## config.mk

```make
export PLATFORM = sky130hd
export DESIGN_NAME = apc_command_deframer_core
export DESIGN_NICKNAME = d
export VERILOG_FILES = /design/src/design/acd_pkg.sv /design/src/design/acd_store_step.sv /design/src/design/acd_event_gen.sv /design/src/design/apc_command_deframer_core.sv
export VERILOG_INCLUDE_DIRS = /design/src /design/src/design
export SDC_FILE = /design/constraint.sdc
export NUM_CORES = 1
export LEC_CHECK = 0
export ABC_AREA = 1
export BUFFER_PORTS_ARGS = -buffer_cell sky130_fd_sc_hd__buf_2
export CAP_MARGIN = 20
export CORE_AREA = 2 2 222 224
export DETAILED_ROUTE_END_ITERATION = 10
export DIE_AREA = 0 0 224 226
export GPL_TIMING_DRIVEN = 0
export HOLD_SLACK_MARGIN = 0.06
export SYNTH_ARGS = -nofsm -noshare
export SYNTH_HDL_FRONTEND = slang
export SYNTH_HIERARCHICAL = 1
export SYNTH_SLANG_ARGS = --single-unit
```

## constraint.sdc

```tcl
create_clock -name clk -period 11.9 [get_ports clk]
set_input_delay 3.57 -clock clk [delete_from_list [all_inputs] [get_ports clk]]
set_output_delay 3.57 -clock clk [all_outputs]
set_load 0.05 [all_outputs]
```

## src/design/apc_command_deframer_core_assert.svh

```systemverilog
// Assertion shorthands for the deframer core.
// Each expects clk and arst_n in scope.
`ifndef APC_COMMAND_DEFRAMER_CORE_ASSERT_SVH
`define APC_COMMAND_DEFRAMER_CORE_ASSERT_SVH

// same-cycle implication
`define ACD_ASSERT_IMP(lbl, ante, cons) \
	lbl: assert property (@(posedge clk) disable iff (!arst_n) (ante) |-> (cons)) \
		else $error("acd assertion failed");

// next-cycle implication
`define ACD_ASSERT_NXT(lbl, ante, cons) \
	lbl: assert property (@(posedge clk) disable iff (!arst_n) (ante) |=> (cons)) \
		else $error("acd assertion failed");

`endif

```

## src/design/acd_pkg.sv

```systemverilog
package acd_pkg;

	localparam int PAYLOAD_MAX_DEF = 255;

	localparam logic [7:0] CH_ESC = 8'h1B;
	localparam logic [7:0] CH_APC = 8'h5F;
	localparam logic [7:0] CH_BSL = 8'h5C;
	localparam logic [7:0] CH_PLUS = 8'h2B;
	localparam logic [7:0] CH_MINUS = 8'h2D;
	localparam logic [7:0] CH_ZERO = 8'h30;
	localparam logic [7:0] CH_NINE = 8'h39;
	localparam logic [7:0] CH_TAB = 8'h09;
	localparam logic [7:0] CH_CR = 8'h0D;
	localparam logic [7:0] CH_SPACE = 8'h20;

	localparam logic [23:0] PFX_PS = "PS:";
	localparam logic [23:0] PFX_CS = "CS:";
	localparam logic [31:0] PFX_NAV = "NAV:";

	localparam logic [31:0] MAG_LIMIT = 32'h8000_0000;
	localparam logic [31:0] VALUE_MAX = 32'h7FFF_FFFF;

	typedef logic [3:0][7:0] prefix_t;

	typedef enum logic [3:0] {
		FR_IDLE    = 4'b0001,
		FR_ESC     = 4'b0010,
		FR_PAYLOAD = 4'b0100,
		FR_PESC    = 4'b1000
	} frame_phase_t;

	typedef enum logic [2:0] {
		NUM_SKIP   = 3'b001,
		NUM_DIGITS = 3'b010,
		NUM_STOP   = 3'b100
	} num_phase_t;

	typedef enum logic [1:0] {
		EV_PROMPT  = 2'd0,
		EV_COMMAND = 2'd1,
		EV_NAV     = 2'd2,
		EV_UNKNOWN = 2'd3
	} event_kind_t;

	typedef struct packed {
		logic [31:0] accum;
		logic        negative;
		num_phase_t  phase;
	} num_state_t;

	localparam num_state_t NUM_CLEAR = '{accum: 32'd0, negative: 1'b0, phase: NUM_SKIP};

	function automatic logic pfx_is_ps(prefix_t p);
		return {p[0], p[1], p[2]} == PFX_PS;
	endfunction

	function automatic logic pfx_is_cs(prefix_t p);
		return {p[0], p[1], p[2]} == PFX_CS;
	endfunction

	function automatic logic pfx_is_nav(prefix_t p);
		return {p[0], p[1], p[2], p[3]} == PFX_NAV;
	endfunction

	// one byte of atoi-style parsing, magnitude clamps at 2^31
	function automatic num_state_t parse_byte(num_state_t s, logic [7:0] b);
		num_state_t  r;
		logic [35:0] v;
		logic [7:0]  d;
		logic        go;
		r  = s;
		go = 1'b0;
		d  = b - CH_ZERO;
		v  = ({4'd0, s.accum} << 3) + ({4'd0, s.accum} << 1) + {32'd0, d[3:0]};
		case (s.phase)
			NUM_SKIP: begin
				if ((b >= CH_TAB && b <= CH_CR) || b == CH_SPACE) begin
					go = 1'b0;
				end else if (b == CH_PLUS || b == CH_MINUS) begin
					r.negative = (b == CH_MINUS);
					r.phase    = NUM_DIGITS;
				end else begin
					r.phase = NUM_DIGITS;
					go      = 1'b1;
				end
			end
			NUM_DIGITS: go = 1'b1;
			default: go = 1'b0;
		endcase
		if (go) begin
			if (b >= CH_ZERO && b <= CH_NINE) begin
				r.accum = (v > {4'd0, MAG_LIMIT}) ? MAG_LIMIT : v[31:0];
			end else begin
				r.phase = NUM_STOP;
			end
		end
		return r;
	endfunction

endpackage

```

## src/design/acd_store_step.sv

```systemverilog
// One payload store: keeps the byte if room remains, captures the prefix,
// and feeds the number parser once a CS: or NAV: prefix is complete.
module acd_store_step #(
	parameter int PAYLOAD_MAX = acd_pkg::PAYLOAD_MAX_DEF,
	parameter int CNT_W       = $clog2(PAYLOAD_MAX + 1)
) (
	input  logic                 en,
	input  logic [7:0]           data,
	input  logic [CNT_W-1:0]     cnt_in,
	input  acd_pkg::prefix_t     pfx_in,
	input  acd_pkg::num_state_t  num_in,
	output logic [CNT_W-1:0]     cnt_out,
	output acd_pkg::prefix_t     pfx_out,
	output acd_pkg::num_state_t  num_out
);

	always_comb begin
		cnt_out = cnt_in;
		pfx_out = pfx_in;
		num_out = num_in;
		if (en && cnt_in < CNT_W'(PAYLOAD_MAX)) begin
			for (int i = 0; i < 4; i++) begin
				if (cnt_in == CNT_W'(i)) begin
					pfx_out[i] = data;
				end
			end
			cnt_out = cnt_in + 1'b1;
			if ((cnt_in >= CNT_W'(3) && acd_pkg::pfx_is_cs(pfx_out)) ||
			    (cnt_in >= CNT_W'(4) && acd_pkg::pfx_is_nav(pfx_out))) begin
				num_out = acd_pkg::parse_byte(num_in, data);
			end
		end
	end

endmodule

```

## src/design/acd_event_gen.sv

```systemverilog
// Classifies the closed frame from its kept prefix and forms the value.
module acd_event_gen #(
	parameter int CNT_W = 8
) (
	input  logic [CNT_W-1:0]     cnt,
	input  acd_pkg::prefix_t     pfx,
	input  acd_pkg::num_state_t  num,
	output acd_pkg::event_kind_t kind,
	output logic [31:0]          value
);

	logic        has3;
	logic        has4;
	logic [31:0] num_val;

	assign has3 = cnt >= CNT_W'(3);
	assign has4 = cnt >= CNT_W'(4);

	// magnitude never exceeds 2^31, so bit 31 alone marks the positive clamp
	assign num_val = num.negative ? (32'd0 - num.accum) :
	                 (num.accum[31] ? acd_pkg::VALUE_MAX : num.accum);

	always_comb begin
		kind  = acd_pkg::EV_UNKNOWN;
		value = 32'd0;
		if (has3 && acd_pkg::pfx_is_ps(pfx)) begin
			kind = acd_pkg::EV_PROMPT;
		end else if (has3 && acd_pkg::pfx_is_cs(pfx)) begin
			kind  = acd_pkg::EV_COMMAND;
			value = num_val;
		end else if (has4 && acd_pkg::pfx_is_nav(pfx)) begin
			kind  = acd_pkg::EV_NAV;
			value = num_val;
		end
	end

endmodule

```

## src/design/apc_command_deframer_core.sv

```systemverilog
// APC command deframer. Takes one terminal output byte per transfer and
// watches for ESC _ payload ESC \ frames; on each frame close it emits one
// event (prompt start, command start with number, history navigate with
// number, or unrecognised). Throughput is one byte per clock while not
// stalled: a byte is registered on input, the whole frame and number state
// is updated from it, and any event lands in the result register. The
// input side stalls only when a frame closes while the result register
// still holds an event that has not been taken. At most PAYLOAD_MAX
// payload bytes are kept; the rest are dropped.
`include "apc_command_deframer_core_assert.svh"

module apc_command_deframer_core #(
	parameter int PAYLOAD_MAX = acd_pkg::PAYLOAD_MAX_DEF
) (
	input  logic        clk,
	input  logic        arst_n,
	input  logic        s_axis_tvalid,
	output logic        s_axis_tready,
	input  logic [7:0]  s_axis_tdata,   // [7:0] data_byte
	output logic        m_axis_tvalid,
	input  logic        m_axis_tready,
	output logic [31:0] m_axis_tdata,   // [31:0] event_value
	output logic [1:0]  m_axis_tuser    // [1:0] event_kind
);

	localparam int CNT_W = $clog2(PAYLOAD_MAX + 1);

	logic                 valid_s1;
	logic [7:0]           byte_s1;
	logic                 adv;

	acd_pkg::frame_phase_t phase_q, phase_d;
	logic [CNT_W-1:0]     cnt_q, cnt_a, cnt_b;
	acd_pkg::prefix_t     pfx_q, pfx_a, pfx_b;
	acd_pkg::num_state_t  num_q, num_a, num_b;

	logic                 en_a, en_b, start, emit;
	logic [7:0]           byte_a;

	acd_pkg::event_kind_t ev_kind;
	logic [31:0]          ev_value;

	logic                 out_valid_q;
	logic [1:0]           out_kind_q;
	logic [31:0]          out_value_q;

	// input register
	assign adv           = valid_s1 && !(emit && out_valid_q && !m_axis_tready);
	assign s_axis_tready = !valid_s1 || adv;

	always_ff @(posedge clk or negedge arst_n) begin
		if (!arst_n) begin
			valid_s1 <= 1'b0;
		end else if (s_axis_tready) begin
			valid_s1 <= s_axis_tvalid;
		end
	end

	always_ff @(posedge clk) begin
		if (s_axis_tready && s_axis_tvalid) begin
			byte_s1 <= s_axis_tdata;
		end
	end

	// frame sequencing; ESC + other byte inside a payload stores two bytes
	always_comb begin
		phase_d = phase_q;
		en_a    = 1'b0;
		en_b    = 1'b0;
		byte_a  = byte_s1;
		start   = 1'b0;
		emit    = 1'b0;
		case (phase_q)
			acd_pkg::FR_IDLE: begin
				if (byte_s1 == acd_pkg::CH_ESC) phase_d = acd_pkg::FR_ESC;
			end
			acd_pkg::FR_ESC: begin
				if (byte_s1 == acd_pkg::CH_APC) begin
					phase_d = acd_pkg::FR_PAYLOAD;
					start   = 1'b1;
				end else if (byte_s1 != acd_pkg::CH_ESC) begin
					phase_d = acd_pkg::FR_IDLE;
				end
			end
			acd_pkg::FR_PAYLOAD: begin
				if (byte_s1 == acd_pkg::CH_ESC) begin
					phase_d = acd_pkg::FR_PESC;
				end else begin
					en_a = 1'b1;
				end
			end
			acd_pkg::FR_PESC: begin
				if (byte_s1 == acd_pkg::CH_BSL) begin
					phase_d = acd_pkg::FR_IDLE;
					emit    = 1'b1;
				end else begin
					en_a   = 1'b1;
					byte_a = acd_pkg::CH_ESC;
					if (byte_s1 != acd_pkg::CH_ESC) begin
						en_b    = 1'b1;
						phase_d = acd_pkg::FR_PAYLOAD;
					end
				end
			end
			default: phase_d = acd_pkg::FR_IDLE;
		endcase
	end

	acd_store_step #(.PAYLOAD_MAX(PAYLOAD_MAX), .CNT_W(CNT_W)) u_store_a (
		.en      (en_a),
		.data    (byte_a),
		.cnt_in  (cnt_q),
		.pfx_in  (pfx_q),
		.num_in  (num_q),
		.cnt_out (cnt_a),
		.pfx_out (pfx_a),
		.num_out (num_a)
	);

	acd_store_step #(.PAYLOAD_MAX(PAYLOAD_MAX), .CNT_W(CNT_W)) u_store_b (
		.en      (en_b),
		.data    (byte_s1),
		.cnt_in  (cnt_a),
		.pfx_in  (pfx_a),
		.num_in  (num_a),
		.cnt_out (cnt_b),
		.pfx_out (pfx_b),
		.num_out (num_b)
	);

	acd_event_gen #(.CNT_W(CNT_W)) u_event (
		.cnt   (cnt_q),
		.pfx   (pfx_q),
		.num   (num_q),
		.kind  (ev_kind),
		.value (ev_value)
	);

	always_ff @(posedge clk or negedge arst_n) begin
		if (!arst_n) begin
			phase_q <= acd_pkg::FR_IDLE;
			cnt_q   <= '0;
			num_q   <= acd_pkg::NUM_CLEAR;
		end else if (adv) begin
			phase_q <= phase_d;
			if (start) begin
				cnt_q <= '0;
				num_q <= acd_pkg::NUM_CLEAR;
			end else begin
				cnt_q <= cnt_b;
				num_q <= num_b;
			end
		end
	end

	// prefix bytes are only read below the count, so no reset
	always_ff @(posedge clk) begin
		if (adv) begin
			pfx_q <= pfx_b;
		end
	end

	// result register
	always_ff @(posedge clk or negedge arst_n) begin
		if (!arst_n) begin
			out_valid_q <= 1'b0;
		end else if (adv && emit) begin
			out_valid_q <= 1'b1;
		end else if (m_axis_tready) begin
			out_valid_q <= 1'b0;
		end
	end

	always_ff @(posedge clk) begin
		if (adv && emit) begin
			out_kind_q  <= ev_kind;
			out_value_q <= ev_value;
		end
	end

	assign m_axis_tvalid = out_valid_q;
	assign m_axis_tdata  = out_value_q;
	assign m_axis_tuser  = out_kind_q;

	`ACD_ASSERT_IMP(a_cnt_bound, 1'b1, cnt_q <= CNT_W'(PAYLOAD_MAX))
	`ACD_ASSERT_IMP(a_mag_bound, 1'b1, num_q.accum <= acd_pkg::MAG_LIMIT)
	`ACD_ASSERT_NXT(a_close_loads, adv && emit,
		m_axis_tvalid && phase_q == acd_pkg::FR_IDLE)
	`ACD_ASSERT_NXT(a_stop_sticks, num_q.phase == acd_pkg::NUM_STOP && !(adv && start),
		num_q.phase == acd_pkg::NUM_STOP)
	`ACD_ASSERT_IMP(a_plain_zero, m_axis_tvalid && (m_axis_tuser == acd_pkg::EV_PROMPT ||
		m_axis_tuser == acd_pkg::EV_UNKNOWN), m_axis_tdata == 32'd0)

endmodule
```

# After elaboration in Yosys (flattened, before gate mapping)
# Index checks and enable logic that the tools add are counted.
# classes
order_cmp	16
reduce_logical	33
muxes	79
addsub	9
eq_ne	35
# op_table
op	count
$mux 32	11
$mux 36	5
$mux 8	21
$eq 24x23->1 const B	4
$eq 32x31->1 const B	3
$add 35x33->36	2
$add 36x4->36	2
$gt 36x32->1 const B	2
$eq 8x6->1 const B	6
$mux 4	10
$eq 8x2->1 const B	4
$sub 1x32->32 const A	1
$mux 31	1
$mux 1	23
$logic_and 1x1->1	18
$add 8x1->8 const B	2
$eq 8x1->1 const B	2
$eq 8x7->1 const B	2
$ge 8x2->1 const B	2
$ge 8x3->1 const B	2
$ge 8x4->1 const B	2
$ge 8x6->1 const B	2
$le 8x4->1 const B	2
$le 8x6->1 const B	2
other kinds (21)	41
# totals
in_bits	12
out_inout_bits	36
reg_bits	124
elab_cells	187

# Logic depth before layout (Yosys ltp)
# depth
word_depth	22
ltp_mapped	55
depth_no_buf	51

# Cells and area by module
# The synthesis kept the hierarchy.
# modules_own_cells
module	cells_each	area_each_um2	instances	seq_area_each_um2
acd_store_step	1090	5215.0	2	0.0
apc_command_deframer_core	366	4647.0	1	3475.8
acd_event_gen	366	1630.3	1	0.0

# Worst setup path after synthesis
# Ideal clock, no wire load.
# synth_path
path_kind	input -> output
from	input m_axis_tready
to	output s_axis_tready
required_ns	8.330
stages	2
t_arrival_ns	4.162
n_path_buf	0
setup_slack_ns	4.168
cell_sequence	nor2_1 > nand3_1
# synth_via
elab_chain_len	5
# synth_lines
item	line	source
from (decl)	apc_command_deframer_core.sv:21	input logic m_axis_tready,
$logic_not 1->1	apc_command_deframer_core.sv:48	assign adv = valid_s1 && !(emit && out_valid_q && !m_axis_tready);
$logic_and 1x1->1	apc_command_deframer_core.sv:48	
$logic_not 1->1	apc_command_deframer_core.sv:48	
$logic_and 1x1->1	apc_command_deframer_core.sv:48	
$logic_or 1x1->1	apc_command_deframer_core.sv:49	assign s_axis_tready = !valid_s1 || adv;
to (decl)	apc_command_deframer_core.sv:18	output logic s_axis_tready,
# Every way passes these cells.

==> impl_metrics.csv <==
group,metric,value,unit
hold_path,holdCritPathClass,"reg2reg",
sta,slew_violations,0,
floorplan,fp.dieH,226,um
floorplan,fp.dieArea,50600,um2
logic_synthesis,syn_avg_cell_area,5.74,um2
power_and_ir_drop,pwr-share-comb,13.1,%
sta,timing.fmax,124,MHz
detailed_routing,num_vias,17900,
sta,rsz0062_at_grt,"false",
sta,setup_viol,0,
setup_path,cp.buffers_inverters,7,
placed_design,dp_hpwl,45400,um
setup_path,arrival,8.41,ns
setup_path,start_kind,"register",
clock_tree,cts_num_sinks,124,
floorplan,core_area,48300,um2
detailed_routing,wl_per_cell,15.0,um
clock_tree,holdBufCountCts,0,
logic_synthesis,syn_area,16700,um2
layout,multiInputGateArea,11200,um2
setup_path,rr_worst_depth,45,
placed_design,place_ws,3.93,ns
layout,antenna_cells_inserted,0,
setup_path,worstSetupEndpointType,"register",
placed_design,dpl-instance-area,17800,um2
power_and_ir_drop,p_int,0.000888,W
logic_synthesis,syn-num-nets,3063,
hold_path,hold_depth,2,
power_and_ir_drop,seqPwrFrac,39.3,%
power_and_ir_drop,p_per_area,66.9,nW/um2
global_routing,first_global_vias,16300,
clock_tree,post_cts_buffers,0,
power_and_ir_drop,p_sw_share,28.0,%
setup_path,slowest_stage,"edfxtp_1",
layout,stdcell_area,18400,um2
logic_synthesis,yosysWarnings,6,
sta,relSlewSlack,45.9,%
floorplan,die_w,224,um
global_routing,overflow,0,
layout,area_growth,10.4,%
logic_synthesis,synth_seq_cells,124,
setup_path,path_max_fanout,10,
clock_tree,ctsResizeCount,0,
detailed_routing,drt_pass1_iterations,6,
global_routing,grt_pass1_wl,85600,um
power_and_ir_drop,p_clk_share,47.6,%
power_and_ir_drop,power.switching,0.000346,W
global_routing,antenna_found_initial,1,
detailed_routing,antenna_left,0,
global_routing,grt_usage,21.5,%
clock_tree,clockBufferDepth,2,
global_routing,grt_max_degree,40,
layout,drive_above_1_share,6.45,%
setup_path,cp.required,12.27,ns
detailed_routing,drt_iter0_drc,1392,
sta,finalClockSkew,0.0121,ns
floorplan,ios,48,
setup_path,cp.depth,45,
setup_path,cp_top_family,"simple AND/OR/NAND/NOR gates",
setup_path,crit_top_cell,"nand2_1",
layout,num-nets-final,3132,
power_and_ir_drop,peakVddDrop,0.0000701,V
placed_design,io_buffers,47,
sta,worst_slew_pin_slew,0.803,ns
sta,finalSetupTns,0,ns
layout,fillers,5387,
logic_synthesis,postSynthCellCount,2912,
sta,fin_crit,8.04,ns
detailed_routing,drc,0,
sta,fin_ws,3.86,ns
logic_synthesis,synth.distinct_cells,45,
clock_tree,numCtsBuffers,17,
power_and_ir_drop,p_leak,9.99,nW
setup_path,worst-setup-path-type,"reg2reg",
placed_design,gp_congestion,0.956,
power_and_ir_drop,p_total,0.00123,W
clock_tree,clock_latency,0.45,ns
layout,regArea,3480,um2
clock_tree,root_buffer,"clkbuf_16",
clock_tree,path_clk_slew,0.06,ns
sta,hold_violations,0,
clock_tree,cts_tree,"built",
detailed_routing,vias_per_cell,4.94,
sta,hold-worst-slack,0.481,ns
outcome,run_status,"complete, no violations",
sta,post-route-period-util,67.6,%
floorplan,initial_core_util,34.6,%
run,max_cap_violations,0,
floorplan,row_count,81,
logic_synthesis,yosysSeqAreaShare,20.8,%
setup_path,cpPeakStageDelay,0.55,ns
clock_tree,htree_levels,4,
detailed_routing,wl,54100,um
kinds of logic after synthesis:
logic type	share of synthesized area [%]
AND/OR/NAND/NOR	45.6
buffers and inverters	12.0
AO/OA/AOI/OAI	9.69
adder cells (fa/ha/maj)	10.6
flip-flops	20.8
XOR/XNOR	1.36
layout make-up:
class,count,area share [%]
plain buffers,67,2.22
clock buffers,18,2.33
clock inverters,14,1.17
inverters,423,8.61
multi-input cells,2298,60.9
flip-flops and latches,124,18.8
well taps,622,4.22
repair buffers,50,1.68
cell usage after synthesis:
| cell type | n | area share [%] |
|---|---|---|
| a31oi_1 | 10 | 0.37 |
| a21o_1 | 2 | 0.090 |
| o21bai_1 | 4 | 0.18 |
| nand3_1 | 201 | 6.0 |
| buf_2 | 18 | 0.54 |
| edfxtp_1 | 74 | 13 |
| fa_1 | 4 | 0.48 |
| xnor2_1 | 14 | 0.73 |
| buf_4 | 3 | 0.13 |
| o21ai_2 | 20 | 1.0 |
| o21a_1 | 5 | 0.22 |
| nor4_1 | 4 | 0.15 |
| buf_12 | 1 | 0.12 |
| inv_2 | 10 | 0.22 |
| clkbuf_2 | 2 | 0.060 |
| a21boi_0 | 2 | 0.090 |
| nand3b_1 | 15 | 0.67 |
| and2_1 | 10 | 0.37 |
| xor2_1 | 12 | 0.63 |
| nor3_2 | 1 | 0.060 |
| ha_1 | 135 | 10 |
| or2_2 | 3 | 0.11 |
| nand2_2 | 14 | 0.52 |
| buf_6 | 5 | 0.34 |
| a21boi_1 | 2 | 0.090 |
| nor3_1 | 35 | 1.0 |
| buf_8 | 6 | 0.54 |
| nor2_2 | 12 | 0.45 |
| nor2_1 | 372 | 8.4 |
| or2_0 | 1 | 0.037 |
| nand2_1 | 1107 | 25 |
| and3_1 | 2 | 0.075 |
| nand3b_2 | 1 | 0.067 |
| nand4_4 | 2 | 0.25 |
| inv_1 | 413 | 9.3 |
| nor2_4 | 10 | 0.67 |
| a21oi_1 | 67 | 2.0 |
| o21ai_0 | 130 | 3.9 |
| o21ai_1 | 49 | 1.5 |
| dfstp_2 | 2 | 0.31 |
| dfrtp_1 | 48 | 7.2 |
| nand4_1 | 43 | 1.6 |
| o211ai_1 | 5 | 0.22 |
| nand3_2 | 4 | 0.24 |
| clkbuf_1 | 32 | 0.72 |
worst reg2reg max path, delay by kind of cell (launching register included):
kind / cells / cell delay, ns
AO/OA/AOI/OAI: 4 / 0.78
adder cells (fa/ha/maj): 5 / 2.01
buffers and inverters: 7 / 1.08
flip-flops: 1 / 0.55
AND/OR/NAND/NOR: 29 / 3.55
placed cells by master (no fill, tap or decap), types with 3 or more instances in the layout:
cell type / netlist / routed
nand2_1: 1107 / 1107
inv_1: 413 / 413
nor2_1: 372 / 372
nand3_1: 201 / 201
ha_1: 135 / 135
o21ai_0: 130 / 130
edfxtp_1: 74 / 74
a21oi_1: 67 / 67
buf_2: 18 / 65
o21ai_1: 49 / 49
dfrtp_1: 48 / 48
nand4_1: 43 / 43
nor3_1: 35 / 35
clkbuf_1: 32 / 33
o21ai_2: 20 / 20
clkbuf_16: 0 / 17
nand3b_1: 15 / 15
nand2_2: 14 / 14
xnor2_1: 14 / 14
nor2_2: 12 / 12
xor2_1: 12 / 12
nor2_4: 10 / 10
inv_2: 10 / 10
and2_1: 10 / 10
a31oi_1: 10 / 10
buf_8: 6 / 6
buf_6: 5 / 5
bufinv_16: 0 / 5
o21a_1: 5 / 5
o211ai_1: 5 / 5
nand3_2: 4 / 4
o21bai_1: 4 / 4
nor4_1: 4 / 4
fa_1: 4 / 4
inv_6: 0 / 3
clkinvlp_4: 0 / 3
buf_4: 3 / 3
or2_2: 3 / 3
registers in the layout, summed over array words and instances, names as in the netlist:
register	cells
byte_s1	8
cnt_q	8
m_axis_tdata	32
m_axis_tuser	2
m_axis_tvalid	1
num_q	36
pfx_q	32
phase_q	4
valid_s1	1
routing by layer:
metal,vias to the layer above,routed length (um),global-route usage (%)
li1,9351,-,-
met1,8044,25600,29.6
met2,425,24400,35.6
met3,52,3070,2.39
met4,2,1010,5.59
met5,-,18,0
power by group through the flow:
| stage | Clock (W) | Combinational (W) | Sequential [W] |
|---|---|---|---|
| 6_report | 0.000587 | 0.000162 | 0.000485 |
| 5_1_grt | 0.000610 | 0.000181 | 0.000487 |
| 4_1_cts | 0.000593 | 0.000159 | 0.000485 |
| 3_5_place_dp | 0 | 0.000159 | 0.000494 |
| 3_3_place_gp | 0 | 0.000157 | 0.000494 |
| 2_1_floorplan | 0 | 0.000113 | 0.000487 |
path summary, 6_finish.rpt:
kind	to	slack, ns	start
max in group asynchronous	num_q[0]	8.32	arst_n
worst min-delay path	num_q[0]	0.48	num_q[0]
min in group asynchronous	num_q[33]	3.02	arst_n
worst max-delay path	num_q[34]	3.86	byte_s1[3]
worst max register to register	num_q[34]	3.86	byte_s1[3]
worst min register to register	num_q[0]	0.48	num_q[0]
per-stage QoR:
step / util, % / cells
after floorplan: - / 2912
final: 38.1 / 3616
after global placement: 36.7 / 3581
after global routing: 38.1 / 3616
after CTS: 38.1 / 3616
after detailed placement: 36.8 / 3584
No activity file was read; power rests on OpenSTA's default activity.
